**src/hdl/pnc_pkg.sv**
```systemverilog
// ----------------------------------------------------------------------------
// pnc_pkg
// shared types, codes and the microprogram of the perfect number checker
// ----------------------------------------------------------------------------
package pnc_pkg;

   localparam int STEP_WIDTH = 3;
   localparam int SUM_WIDTH  = 18;

   typedef logic [STEP_WIDTH-1:0] step_type;
   typedef logic [2:0]            cond_type;
   typedef logic [1:0]            verdict_type;

   // verdict codes
   localparam verdict_type VERDICT_PERFECT     = 2'd0;
   localparam verdict_type VERDICT_NOT_PERFECT = 2'd1;
   localparam verdict_type VERDICT_INVALID     = 2'd2;
   localparam verdict_type VERDICT_RESERVED    = 2'd3;

   // jump conditions
   localparam cond_type COND_NEVER     = 3'd0;
   localparam cond_type COND_ALWAYS    = 3'd1;
   localparam cond_type COND_NO_REQ    = 3'd2;
   localparam cond_type COND_INVALID   = 3'd3;
   localparam cond_type COND_D_GT_HALF = 3'd4;
   localparam cond_type COND_DIV_BUSY  = 3'd5;
   localparam cond_type COND_RSP_BUSY  = 3'd6;

   // program steps
   localparam step_type STEP_WAIT   = 3'd0;
   localparam step_type STEP_CHECK  = 3'd1;
   localparam step_type STEP_LOOP   = 3'd2;
   localparam step_type STEP_DIV    = 3'd3;
   localparam step_type STEP_ACC    = 3'd4;
   localparam step_type STEP_SPARE0 = 3'd5;
   localparam step_type STEP_SPARE1 = 3'd6;
   localparam step_type STEP_REPORT = 3'd7;

   typedef struct packed {
      logic     req_ready;
      logic     div_init;
      logic     div_step;
      logic     acc_add;
      logic     rsp_load;
      cond_type cond;
      step_type target;
   } ctrl_word_type;

   typedef struct packed {
      ctrl_word_type word;
      logic          jump;
   } seq_ctrl_type;

   typedef struct packed {
      logic req_valid;
      logic invalid;
      logic d_gt_half;
      logic div_busy;
      logic rsp_busy;
   } status_type;

   // microprogram rom: jump to target when cond holds, else fall through
   function automatic ctrl_word_type ucode_word(step_type s);
      ctrl_word_type w;
      w = '0;
      unique case (s)
         STEP_WAIT: begin
            w.req_ready = 1'b1;
            w.cond      = COND_NO_REQ;
            w.target    = STEP_WAIT;
         end
         STEP_CHECK: begin
            w.cond   = COND_INVALID;
            w.target = STEP_REPORT;
         end
         STEP_LOOP: begin
            w.div_init = 1'b1;
            w.cond     = COND_D_GT_HALF;
            w.target   = STEP_REPORT;
         end
         STEP_DIV: begin
            w.div_step = 1'b1;
            w.cond     = COND_DIV_BUSY;
            w.target   = STEP_DIV;
         end
         STEP_ACC: begin
            w.acc_add = 1'b1;
            w.cond    = COND_ALWAYS;
            w.target  = STEP_LOOP;
         end
         STEP_REPORT: begin
            w.rsp_load = 1'b1;
            w.cond     = COND_RSP_BUSY;
            w.target   = STEP_REPORT;
         end
         default: begin
            w.cond   = COND_ALWAYS;
            w.target = STEP_WAIT;
         end
      endcase
      return w;
   endfunction

endpackage

```
**src/hdl/pnc_sequencer.sv**
```systemverilog
// ----------------------------------------------------------------------------
// pnc_sequencer
// step counter, microcode rom lookup and conditional jump logic
// ----------------------------------------------------------------------------
module pnc_sequencer (
   input  logic                  clock,
   input  logic                  reset,
   input  pnc_pkg::status_type   status,
   output pnc_pkg::seq_ctrl_type ctrl
);
   import pnc_pkg::*;

   step_type      step_ff;
   step_type      step_in;
   ctrl_word_type word;
   logic          jump;

   assign word = ucode_word(step_ff);

   always_comb begin
      unique case (word.cond)
         COND_NEVER:     jump = 1'b0;
         COND_ALWAYS:    jump = 1'b1;
         COND_NO_REQ:    jump = !status.req_valid;
         COND_INVALID:   jump = status.invalid;
         COND_D_GT_HALF: jump = status.d_gt_half;
         COND_DIV_BUSY:  jump = status.div_busy;
         COND_RSP_BUSY:  jump = status.rsp_busy;
         default:        jump = 1'b1;
      endcase
   end

   // fall through wraps from the report step back to the wait step
   assign step_in = jump ? word.target : STEP_WIDTH'(step_ff + 1'b1);

   always_ff @(posedge clock) begin
      if (reset) begin
         step_ff <= STEP_WAIT;
      end else begin
         step_ff <= step_in;
      end
   end

   assign ctrl.word = word;
   assign ctrl.jump = jump;

`ifndef SYNTH
   a_reset_to_wait: assert property (@(posedge clock) reset |=> step_ff == STEP_WAIT)
      else $error("sequencer not at wait step after reset");
   a_spare_unreached: assert property (@(posedge clock) disable iff (reset)
      step_ff != STEP_SPARE0 && step_ff != STEP_SPARE1)
      else $error("sequencer reached a spare step");
   a_div_exit: assert property (@(posedge clock) disable iff (reset)
      (step_ff == STEP_DIV && !status.div_busy) |=> step_ff == STEP_ACC)
      else $error("remainder loop did not exit to accumulate step");
`endif

endmodule

```
**src/hdl/pnc_datapath.sv**
```systemverilog
// ----------------------------------------------------------------------------
// pnc_datapath
// operand, trial divisor, bit-serial remainder, aliquot sum and result register
// ----------------------------------------------------------------------------
module pnc_datapath #(
   parameter int VALUE_WIDTH = 16
) (
   input  logic                         clock,
   input  logic                         reset,
   input  pnc_pkg::seq_ctrl_type        ctrl,
   input  logic                         req_valid,
   input  logic signed [VALUE_WIDTH-1:0] req_value,
   input  logic                         rsp_ready,
   output logic                         rsp_valid,
   output pnc_pkg::verdict_type         rsp_verdict,
   output logic [pnc_pkg::SUM_WIDTH-1:0] rsp_divisor_sum,
   output pnc_pkg::status_type          status
);
   import pnc_pkg::*;

   localparam int MAG_WIDTH = VALUE_WIDTH - 1;
   localparam int CNT_WIDTH = (MAG_WIDTH > 1) ? $clog2(MAG_WIDTH) : 1;
   localparam int ACC_WIDTH = (VALUE_WIDTH + 3 > SUM_WIDTH) ? VALUE_WIDTH + 3 : SUM_WIDTH;

   logic [MAG_WIDTH-1:0] n_ff, n_in;
   logic                 invalid_ff, invalid_in;
   logic [MAG_WIDTH-1:0] d_ff, d_in;
   logic [ACC_WIDTH-1:0] acc_ff, acc_in;
   logic [MAG_WIDTH:0]   rem_ff, rem_in;
   logic [CNT_WIDTH-1:0] cnt_ff, cnt_in;
   logic                 rsp_valid_ff, rsp_valid_in;
   verdict_type          verdict_ff, verdict_in;
   logic [SUM_WIDTH-1:0] sum_ff, sum_in;

   logic                 accept;
   logic                 rsp_busy;
   logic [MAG_WIDTH:0]   trial;
   logic [MAG_WIDTH:0]   d_ext;

   assign accept   = ctrl.word.req_ready && req_valid;
   assign rsp_busy = rsp_valid_ff && !rsp_ready;
   assign d_ext    = {1'b0, d_ff};
   assign trial    = {rem_ff[MAG_WIDTH-1:0], n_ff[cnt_ff]};

   always_comb begin
      n_in         = n_ff;
      invalid_in   = invalid_ff;
      d_in         = d_ff;
      acc_in       = acc_ff;
      rem_in       = rem_ff;
      cnt_in       = cnt_ff;
      rsp_valid_in = rsp_valid_ff;
      verdict_in   = verdict_ff;
      sum_in       = sum_ff;

      if (accept) begin
         n_in       = req_value[MAG_WIDTH-1:0];
         invalid_in = (req_value == '0) || req_value[VALUE_WIDTH-1];
         d_in       = MAG_WIDTH'(1);
         acc_in     = '0;
      end

      if (ctrl.word.div_init) begin
         rem_in = '0;
         cnt_in = CNT_WIDTH'(MAG_WIDTH - 1);
      end

      // one quotient bit per step, msb first
      if (ctrl.word.div_step) begin
         rem_in = (trial >= d_ext) ? trial - d_ext : trial;
         cnt_in = cnt_ff - 1'b1;
      end

      if (ctrl.word.acc_add) begin
         if (rem_ff == '0) begin
            acc_in = acc_ff + ACC_WIDTH'(d_ff);
         end
         d_in = d_ff + 1'b1;
      end

      if (ctrl.word.rsp_load && !ctrl.jump) begin
         rsp_valid_in = 1'b1;
         sum_in       = acc_ff[SUM_WIDTH-1:0];
         if (invalid_ff) begin
            verdict_in = VERDICT_INVALID;
         end else if (acc_ff == ACC_WIDTH'(n_ff)) begin
            verdict_in = VERDICT_PERFECT;
         end else begin
            verdict_in = VERDICT_NOT_PERFECT;
         end
      end else if (rsp_ready) begin
         rsp_valid_in = 1'b0;
      end
   end

   always_ff @(posedge clock) begin
      if (reset) begin
         rsp_valid_ff <= 1'b0;
      end else begin
         rsp_valid_ff <= rsp_valid_in;
      end
   end

   always_ff @(posedge clock) begin
      n_ff       <= n_in;
      invalid_ff <= invalid_in;
      d_ff       <= d_in;
      acc_ff     <= acc_in;
      rem_ff     <= rem_in;
      cnt_ff     <= cnt_in;
      verdict_ff <= verdict_in;
      sum_ff     <= sum_in;
   end

   assign status.req_valid = req_valid;
   assign status.invalid   = invalid_ff;
   assign status.d_gt_half = d_ff > (n_ff >> 1);
   assign status.div_busy  = cnt_ff != '0;
   assign status.rsp_busy  = rsp_busy;

   assign rsp_valid       = rsp_valid_ff;
   assign rsp_verdict     = verdict_ff;
   assign rsp_divisor_sum = sum_ff;

`ifndef SYNTH
   a_rem_below_divisor: assert property (@(posedge clock) disable iff (reset)
      ctrl.word.div_step |=> rem_ff < d_ext)
      else $error("partial remainder not below trial divisor");
   a_no_reserved_verdict: assert property (@(posedge clock) disable iff (reset)
      rsp_valid_ff |-> verdict_ff != VERDICT_RESERVED)
      else $error("reserved verdict code on response");
   a_invalid_sum_zero: assert property (@(posedge clock) disable iff (reset)
      (rsp_valid_ff && verdict_ff == VERDICT_INVALID) |-> sum_ff == '0)
      else $error("invalid response carries a nonzero sum");
`endif

endmodule

```
**src/hdl/perfect_number_check.sv**
```systemverilog
// ----------------------------------------------------------------------------
// perfect_number_check
// perfect number test by aliquot sum, run by a small microprogram
// ----------------------------------------------------------------------------
//
// channel  direction  handshake              payload
// req      in         req_valid/req_ready    req_value (signed, VALUE_WIDTH)
// rsp      out        rsp_valid/rsp_ready    rsp_verdict (2), rsp_divisor_sum (18)
//
// the run time for a positive n is set by the trial divisor loop and its
//   bit-serial remainder (one bit a cycle)
// a zero or negative request skips the loop: the check step jumps to the report step
// reset clears the step counter and the response valid flag, nothing else
// a request is taken only at the wait step, one request at a time
// a stalled response holds in its register; the block may take the next
//   request while it waits, and parks at the report step only if a new one
//   finishes before the old is taken
//
module perfect_number_check #(
   parameter int VALUE_WIDTH = 16
) (
   input  logic                          clock,
   input  logic                          reset,
   input  logic                          req_valid,
   output logic                          req_ready,
   input  logic signed [VALUE_WIDTH-1:0] req_value,
   output logic                          rsp_valid,
   input  logic                          rsp_ready,
   output logic [1:0]                    rsp_verdict,
   output logic [17:0]                   rsp_divisor_sum
);
   import pnc_pkg::*;

   seq_ctrl_type ctrl;     // control word of the current step plus jump flag
   status_type   status;   // datapath flags tested by jump conditions
   verdict_type  verdict;

   // program counter and microcode rom
   pnc_sequencer u_sequencer (
      .clock  (clock),
      .reset  (reset),
      .status (status),
      .ctrl   (ctrl)
   );

   // operand, divider, sum and response register
   pnc_datapath #(
      .VALUE_WIDTH (VALUE_WIDTH)
   ) u_datapath (
      .clock           (clock),
      .reset           (reset),
      .ctrl            (ctrl),
      .req_valid       (req_valid),
      .req_value       (req_value),
      .rsp_ready       (rsp_ready),
      .rsp_valid       (rsp_valid),
      .rsp_verdict     (verdict),
      .rsp_divisor_sum (rsp_divisor_sum),
      .status          (status)
   );

   // ready comes straight from the control word of the wait step
   assign req_ready   = ctrl.word.req_ready;
   assign rsp_verdict = verdict;

endmodule
```
**config.mk**
```make
export PLATFORM = sky130hd
export DESIGN_NAME = perfect_number_check
export DESIGN_NICKNAME = d
export VERILOG_FILES = /design/src/hdl/pnc_pkg.sv /design/src/hdl/pnc_sequencer.sv /design/src/hdl/pnc_datapath.sv /design/src/hdl/perfect_number_check.sv
export SDC_FILE = /design/constraint.sdc
export NUM_CORES = 1
export LEC_CHECK = 0
export ABC_AREA = 1
export BUFFER_PORTS_ARGS = -buffer_cell sky130_fd_sc_hd__buf_2
export CAP_MARGIN = 20
export CORE_UTILIZATION = 50
export CTS_CLUSTER_DIAMETER = 150
export DETAILED_ROUTE_END_ITERATION = 7
export GPL_TIMING_DRIVEN = 0
export PLACE_DENSITY_LB_ADDON = 0.1
export SLEW_MARGIN = 40
export SYNTH_ARGS = -nofsm -noshare
export SYNTH_HDL_FRONTEND = slang
export SYNTH_SLANG_ARGS = --single-unit
```
**constraint.sdc**
```tcl
create_clock -name clock -period 3 [get_ports clock]
set_input_delay 0.15 -clock clock [delete_from_list [all_inputs] [get_ports clock]]
set_output_delay 0.15 -clock clock [all_outputs]
set_load 0.02 [all_outputs]
```
== Word-level counts from Yosys, hierarchy flattened ==
Index checks and enable logic that the tools add are counted.

* Register bits: 94
* Input bits: 20
* Logic and storage cells: 67

* Add/sub/neg operators: 5
* Order comparisons: 3
* Equality and inequality tests: 11
* Muxes and demuxes: 23
* Reduce and logical (&&, ||, !) cells: 15

{| class="wikitable"
|+ Operator list
! operator !! count
|-
| $mux 19 || 3
|-
| $mux 16 || 3
|-
| $pmux 6 s6 || 1
|-
| $logic_not 16->1 || 2
|-
| $mux 15 || 2
|-
| $add 19x15->19 || 1
|-
| $eq 19x15->1 || 1
|-
| $ge 16x15->1 || 1
|-
| $sub 16x15->16 || 1
|-
| $add 15x1->15 const B || 1
|-
| $eq 3x3->1 const B || 5
|-
| $gt 15x14->1 || 1
|-
| $eq 3x2->1 const B || 4
|-
| $mux 1 || 9
|-
| $mux 4 || 2
|-
| $logic_not 3->1 || 2
|-
| $pmux 1 s6 || 1
|-
| $reduce_bool 2->1 || 3
|-
| $lt 4x5->1 const B || 1
|-
| $bmux 1 s4 || 1
|-
| $reduce_bool 4->1 || 1
|-
| $sub 4x1->4 const B || 1
|-
| $add 3x1->3 const B || 1
|-
| $eq 3x1->1 const B || 1
|-
| other kinds (4) || 8
|}

== Depth between registers and ports, before layout ==
* Depth in word-level cells: 7
* Mapped depth: 21
* Depth with buffers taken out: 21

== Modules after synthesis ==
Synthesis repeated with hierarchy kept, for this count alone.

* Cells, all modules: 853
* Area, all modules: 6600.1 um2

{| class="wikitable"
|+ Modules (own cells, without submodules)
! module !! instances !! cells an instance !! area an instance (um2)
|-
| pnc_datapath || 1 || 789 || 6199.7
|-
| pnc_sequencer || 1 || 64 || 400.4
|}

== Worst setup path before layout ==
OpenSTA, ideal clock, no wires.

* Path kind: register -> register
* Start point: reg u_sequencer.step_ff[0]
* End point: reg u_datapath.sum_ff[0] (netlist: u_datapath.rsp_divisor_sum[0]), enable pin
* Setup time: 0.375 ns
* Arrival time: 2.420 ns
* Data required time: 2.625 ns
* Setup slack: 0.205 ns
* Stages on the path, launching flop included: 10
* Path buffers: 0
* Path through: dfxtp_1 ha_1 ha_1 inv_1 nand2_1 nand4_1 o21ai_2 nor2_2 nand4_2 inv_1

* Word-level cells in the longest chain between the ends: 6
* Elaborated cells on any way between the ends: 17
* Those cells by class: 10 x eq/ne; 3 x mux; 4 x reduce/logical

{| class="wikitable"
|+ Ends and longest elaborated chain
! element !! line !! text
|-
| from (decl) || pnc_sequencer.sv:13 || <nowiki>step_type step_ff;</nowiki>
|-
| from (signal assigned) || pnc_sequencer.sv:40 || <nowiki>step_ff <= step_in;</nowiki>
|-
| $eq 3x3->1 (tied with other cells) || pnc_pkg.sv:66 || <nowiki>unique case (s)</nowiki>
|-
| $pmux 6 s6 || pnc_pkg.sv:66 ||
|-
| $eq 3x3->1 (tied with other cells) || pnc_sequencer.sv:21 || <nowiki>unique case (word.cond)</nowiki>
|-
| $pmux 1 s6 || pnc_sequencer.sv:21 ||
|-
| $logic_not 1->1 || pnc_datapath.sv:81 || <nowiki>if (ctrl.word.rsp_load && !ctrl.jump) begin</nowiki>
|-
| $logic_and 1x1->1 * || pnc_datapath.sv:81 ||
|-
| to (signal assigned) || pnc_datapath.sv:112 || <nowiki>sum_ff <= sum_in;</nowiki>
|-
| to (decl) || pnc_datapath.sv:33 || <nowiki>logic [SUM_WIDTH-1:0] sum_ff, sum_in;</nowiki>
|}

Every way passes the cells marked *; elsewhere a longest branch is shown, timed or not.
A chain may end at the register's enable or synchronous reset.

== Final worst setup path ==
* Start point: reg u_datapath.cnt_ff[0]
* End point: reg u_datapath.rem_ff[10], data pin

* Word-level cells in the longest chain between the ends: 5
* Elaborated cells on any way between the ends: 6
* Those cells by class: 1 x add/sub; 1 x order compare; 4 x mux

{| class="wikitable"
|+ Ends and longest elaborated chain
! element !! line !! text
|-
| from (decl) || pnc_datapath.sv:30 || <nowiki>logic [CNT_WIDTH-1:0] cnt_ff, cnt_in;</nowiki>
|-
| from (signal assigned) || pnc_datapath.sv:110 || <nowiki>cnt_ff <= cnt_in;</nowiki>
|-
| $bmux 1 s4 * || pnc_datapath.sv:43 || <nowiki>assign trial = {rem_ff[MAG_WIDTH-1:0], n_ff[cnt_ff]};</nowiki>
|-
| $mux 1 (not written as such) * || pnc_datapath.sv:43 ||
|-
| $sub 16x15->16 / $ge 16x15->1 (equally long branches) || pnc_datapath.sv:70 || <nowiki>rem_in = (trial >= d_ext) ? trial - d_ext : trial;</nowiki>
|-
| $mux 16 * || pnc_datapath.sv:70 ||
|-
| $mux 16 * || pnc_datapath.sv:69 || <nowiki>if (ctrl.word.div_step) begin</nowiki>
|-
| to (signal assigned) || pnc_datapath.sv:109 || <nowiki>rem_ff <= rem_in;</nowiki>
|-
| to (decl) || pnc_datapath.sv:29 || <nowiki>logic [MAG_WIDTH:0] rem_ff, rem_in;</nowiki>
|}

Every way passes the cells marked *; elsewhere a longest branch is shown, timed or not. The select of a mux whose other input is x is not followed.

==> summary.md <==
| Metric | Value |
|---|---|
| I/O pin count | `42` |
| Worst clock skew | `slightly above 0.01 ns` |
| Most frequent cell after synthesis | `nand2_1` |
| CP cell instances | `buf_4 > inv_4 > a21oi_1 > o21ai_0 > nand3_1 > nand4_1 > o21ai_2 > inv_2 > ha_4 > inv_1 > fa_2 > nand3_2 > nand2_2 > nand2_2 > o211ai_4 > nand2_1 > nand3_2 > buf_6 > o21ai_0 > a21oi_1` |
| Total power | `a little over 0.006 W` |
| Worst Hold Depth | `1` |
| Clk pwr share | `0.180` |
| Synth cell count leaders | `164 x nand2_1, 88 x inv_1, 71 x edfxtp_1, 71 x nor2_1, 68 x a21oi_1` |
| Worst IR drop on VDD | `~0.63 mV` |
| Post-Layout Cell Count | `1,023` |
| Worst Setup End Kind | `flip-flop` |
| Top post-synthesis cells by area | `edfxtp_1 33%, ha_1 10%, nand2_1 9.7%` |
| Setup slack at placement | `-0.256 ns` |
| TritonCTS buffer count | `9` |
| CTS Buffer Depth | `2` |
| Layout area overhead | `15.7%` |
| Placed cell areas | `6790 um2` |
| Via count | `about 5,500` |
| GRT overflow | `0` |
| Area share of the largest cell type after synthesis | `0.335` |
| Slew headroom | `0.598` |
| Worst Min Path Start | `req_value[14]` |
| Drt total wl | `15,600 um` |
| Arr. time, crit path | `2.95 ns` |
| Status | `completed` |
| Reg2reg setup slack | `approximately 0.17 ns` |
| Fin util | `0.604` |
| # rows | `40` |
| CP max stage cell | `edfxtp_1` |
| GRT Overall Usage | `0.246` |
| Cell taking the most area after synthesis | `edfxtp_1` |
| Die Area | `~13,000 um2` |
| Measured slew at the worst slew-check pin | `about 0.6 ns` |
| Multi-input logic area | `~3400 um2` |
| Initial DRC Count | `between 300 and 400` |
| Post-synth EDFFs | `71` |
| Critical register-to-register path startpoint | `u_datapath.cnt_ff[0]` |
| NetSw | `roughly 0.0028 W` |
| Die W | `115 um` |
| Post-synth top flop | `edfxtp_1` |
| Synth async-reset ratio | `0` |
| Antenna violations before repair | `0` |
| Critical path class | `reg2reg` |
| Internal power | `0.00340 W` |
| Final setup margin | `roughly 0.17 ns` |
| Count of input and output buffers | `41` |
| Critical path startpoint category | `flip-flop` |
| Distinct cells, synth | `47` |
| Syn nets | `853` |
| H-Tree Depth | `3` |
| Reg area | `roughly 2600 um2` |
| Antenna viol nets, final | `0` |
| Hold Path Class | `in2reg` |
| FILL cells | `between 1,000 and 1,500` |
| Seq pwr share | `0.325` |
| WHS Endpoint | `u_datapath.n_ff[14]` |
| Synth Register Bits | `94` |
| Largest net degree at the start of global routing | `22` |
| CP Max Fanout | `10` |
| Fin. max-slew vios | `0` |
| Unrepaired setup endpoints after global routing | `yes` |
| HPWL Detailed | `approximately 12,000 um` |
| Register-to-Register Path Depth | `20` |
| Final Hold Fails | `0` |
| NumNets Final | `~930` |
| P_leak | `between 3 and 4 nW` |
| CTS tree | `built` |
| PwrDens | `between 800 and 900 nW/um2` |
| Post-route cell area | `7370 um2` |
| Combinational power share | `0.495` |
| # setup viols final | `0` |
| Global-route wire length before repair | `around 25,000 um` |
| GPL Wtd Cong | `~0.92` |
| WP data required | `approximately 3.1 ns` |
| Maximum clock frequency | `about 350 MHz` |
| Max Cap Viol | `0` |
| RR Endpoint | `u_datapath.rem_ff[10]` |
| Minimum clock period | `between 2 and 3 ns` |
| Clock root buffer | `clkbuf_16` |
| Antenna Cells | `0` |
| Syn Std Cell Area | `~6400 um2` |
| Worst-Skew Late Latency | `~0.36 ns` |
| Synth Instances | `about 780` |
| Synth Warn # | `0` |
| Number of global-route vias before repair | `approximately 5,200` |
| DRT Pass-1 Iters | `7` |
| Final period util | `0.945` |
| Placed Cells | `just under 1,000` |
| Core area | `approximately 12,000 um2` |
| Die Ht | `115 um` |
| DR vias/cell | `between 5 and 6` |
| Clk slew on worst S/H paths | `about 0.070 ns` |
| WL/cell | `15.2 um` |
| Share of the yosys chip area belonging to registers | `0.407` |
| Residual DRC count | `0` |
| Fraction of layout cells with a size suffix above 1 | `0.142` |
| Initial core utilization | `0.522` |
| Synthesized area per cell | `8.19 um2` |
| CTS sink cnt | `between 90 and 100` |
| Worst path max stage delay | `0.41 ns` |
| Switching share of power | `0.450` |
-- layout by cell type, fill, tap and decap left out, drive strengths merged, types with 23 or more instances in the layout --
master | synthesis | routed
nand2 | 171 | 171
inv | 91 | 95
nor2 | 76 | 76
edfxtp | 71 | 71
a21oi | 71 | 71
o21ai | 55 | 55
ha | 53 | 53
buf | 7 | 52
nand3 | 50 | 50
dfxtp | 23 | 23
-- worst max path at each step --
stage	from	to	cells after the start
2_1_floorplan	u_sequencer.step_ff[0]	u_datapath.rsp_divisor_sum[0]	9
3_3_place_gp	u_sequencer.step_ff[0]	u_datapath.rsp_divisor_sum[16]	9
3_5_place_dp	u_sequencer.step_ff[0]	u_datapath.rsp_divisor_sum[16]	9
4_1_cts	u_datapath.cnt_ff[0]	u_datapath.rem_ff[12]	18
5_1_grt	u_datapath.cnt_ff[0]	u_datapath.rem_ff[3]	20
6_report	u_datapath.cnt_ff[0]	u_datapath.rem_ff[10]	20
-- worst max-delay path: cells and delay by family (launching register included) --
kind,cells,cell delay (ns)
AND/OR/NAND/NOR,7,0.64
adder cells (fa/ha/maj),2,0.49
AO/OA/AOI/OAI,6,0.51
buffers and inverters,5,0.53
flip-flops,1,0.41
-- per-layer routing --
metal  vias up  global-route usage  wire, um
met1      2549               0.312      6940
met5         -                   0         0
met4         0              0.0987       408
met3        32              0.0485       713
li1       2812                   -         -
met2       132               0.413      7500
-- kinds of logic (layout without fill, tap and decap cells) --
logic type | after synthesis | count (layout) | share of synthesized area
xor+xnor | 33 | 33 | 0.0454
fa+ha+maj | 55 | 55 | 0.110
buf+inv | 103 | 180 | 0.0650
compound gates | 149 | 149 | 0.131
simple gates | 344 | 344 | 0.241
flops | 94 | 94 | 0.407
-- final cells by class --
cell class / instances / share of cell area
multi-input combinational: 581 / 0.467
sequential: 94 / 0.352
timing repair buffer: 60 / 0.0540
inverter: 93 / 0.0484
clock buffer: 9 / 0.0306
tap: 168 / 0.0285
buffer: 10 / 0.0100
clock inverter: 7 / 0.00849
timing repair inverter: 1 / 0.00102
-- state kept, by name, indices dropped and copies added (netlist names), 2 cells and up --
signal	flops
u_datapath.rsp_verdict	2
u_datapath.d_ff	15
u_datapath.rsp_divisor_sum	18
u_datapath.n_ff	15
u_datapath.cnt_ff	4
u_sequencer.step_ff	3
u_datapath.acc_ff	19
u_datapath.rem_ff	16
-- repair_timing --
item | 4_1_cts | 5_1_grt
pin swaps | 0 | 1
cloned | 1 | 0
setup endpoints to repair | 36 | 51
endpoints found under the hold margin | 15 | 0
buffers inserted | 2 | 2
resized for setup | 8 | 36
hold buffers | 15 | 0
-- power by group through the flow --
stage / sequential (W) / combinational (W) / clock, W
6_report: 0.00201 / 0.00306 / 0.00111
5_1_grt: 0.00204 / 0.00342 / 0.00118
2_1_floorplan: 0.00192 / 0.00225 / 0
3_3_place_gp: 0.00201 / 0.00277 / 0
3_5_place_dp: 0.00203 / 0.00284 / 0
4_1_cts: 0.00200 / 0.00291 / 0.00114
-- through the flow --
stage | setup TNS [ns] | hold WS (ns)
5_1_grt | -0.0669 | 0.0248
6_report | 0 | 0.0414
4_1_cts | 0 | 0.0361
2_1_floorplan | 0 | 0.212
3_3_place_gp | -12.56 | 0.343
3_5_place_dp | -6.08 | 0.345
(Power assumes the default switching activity.)
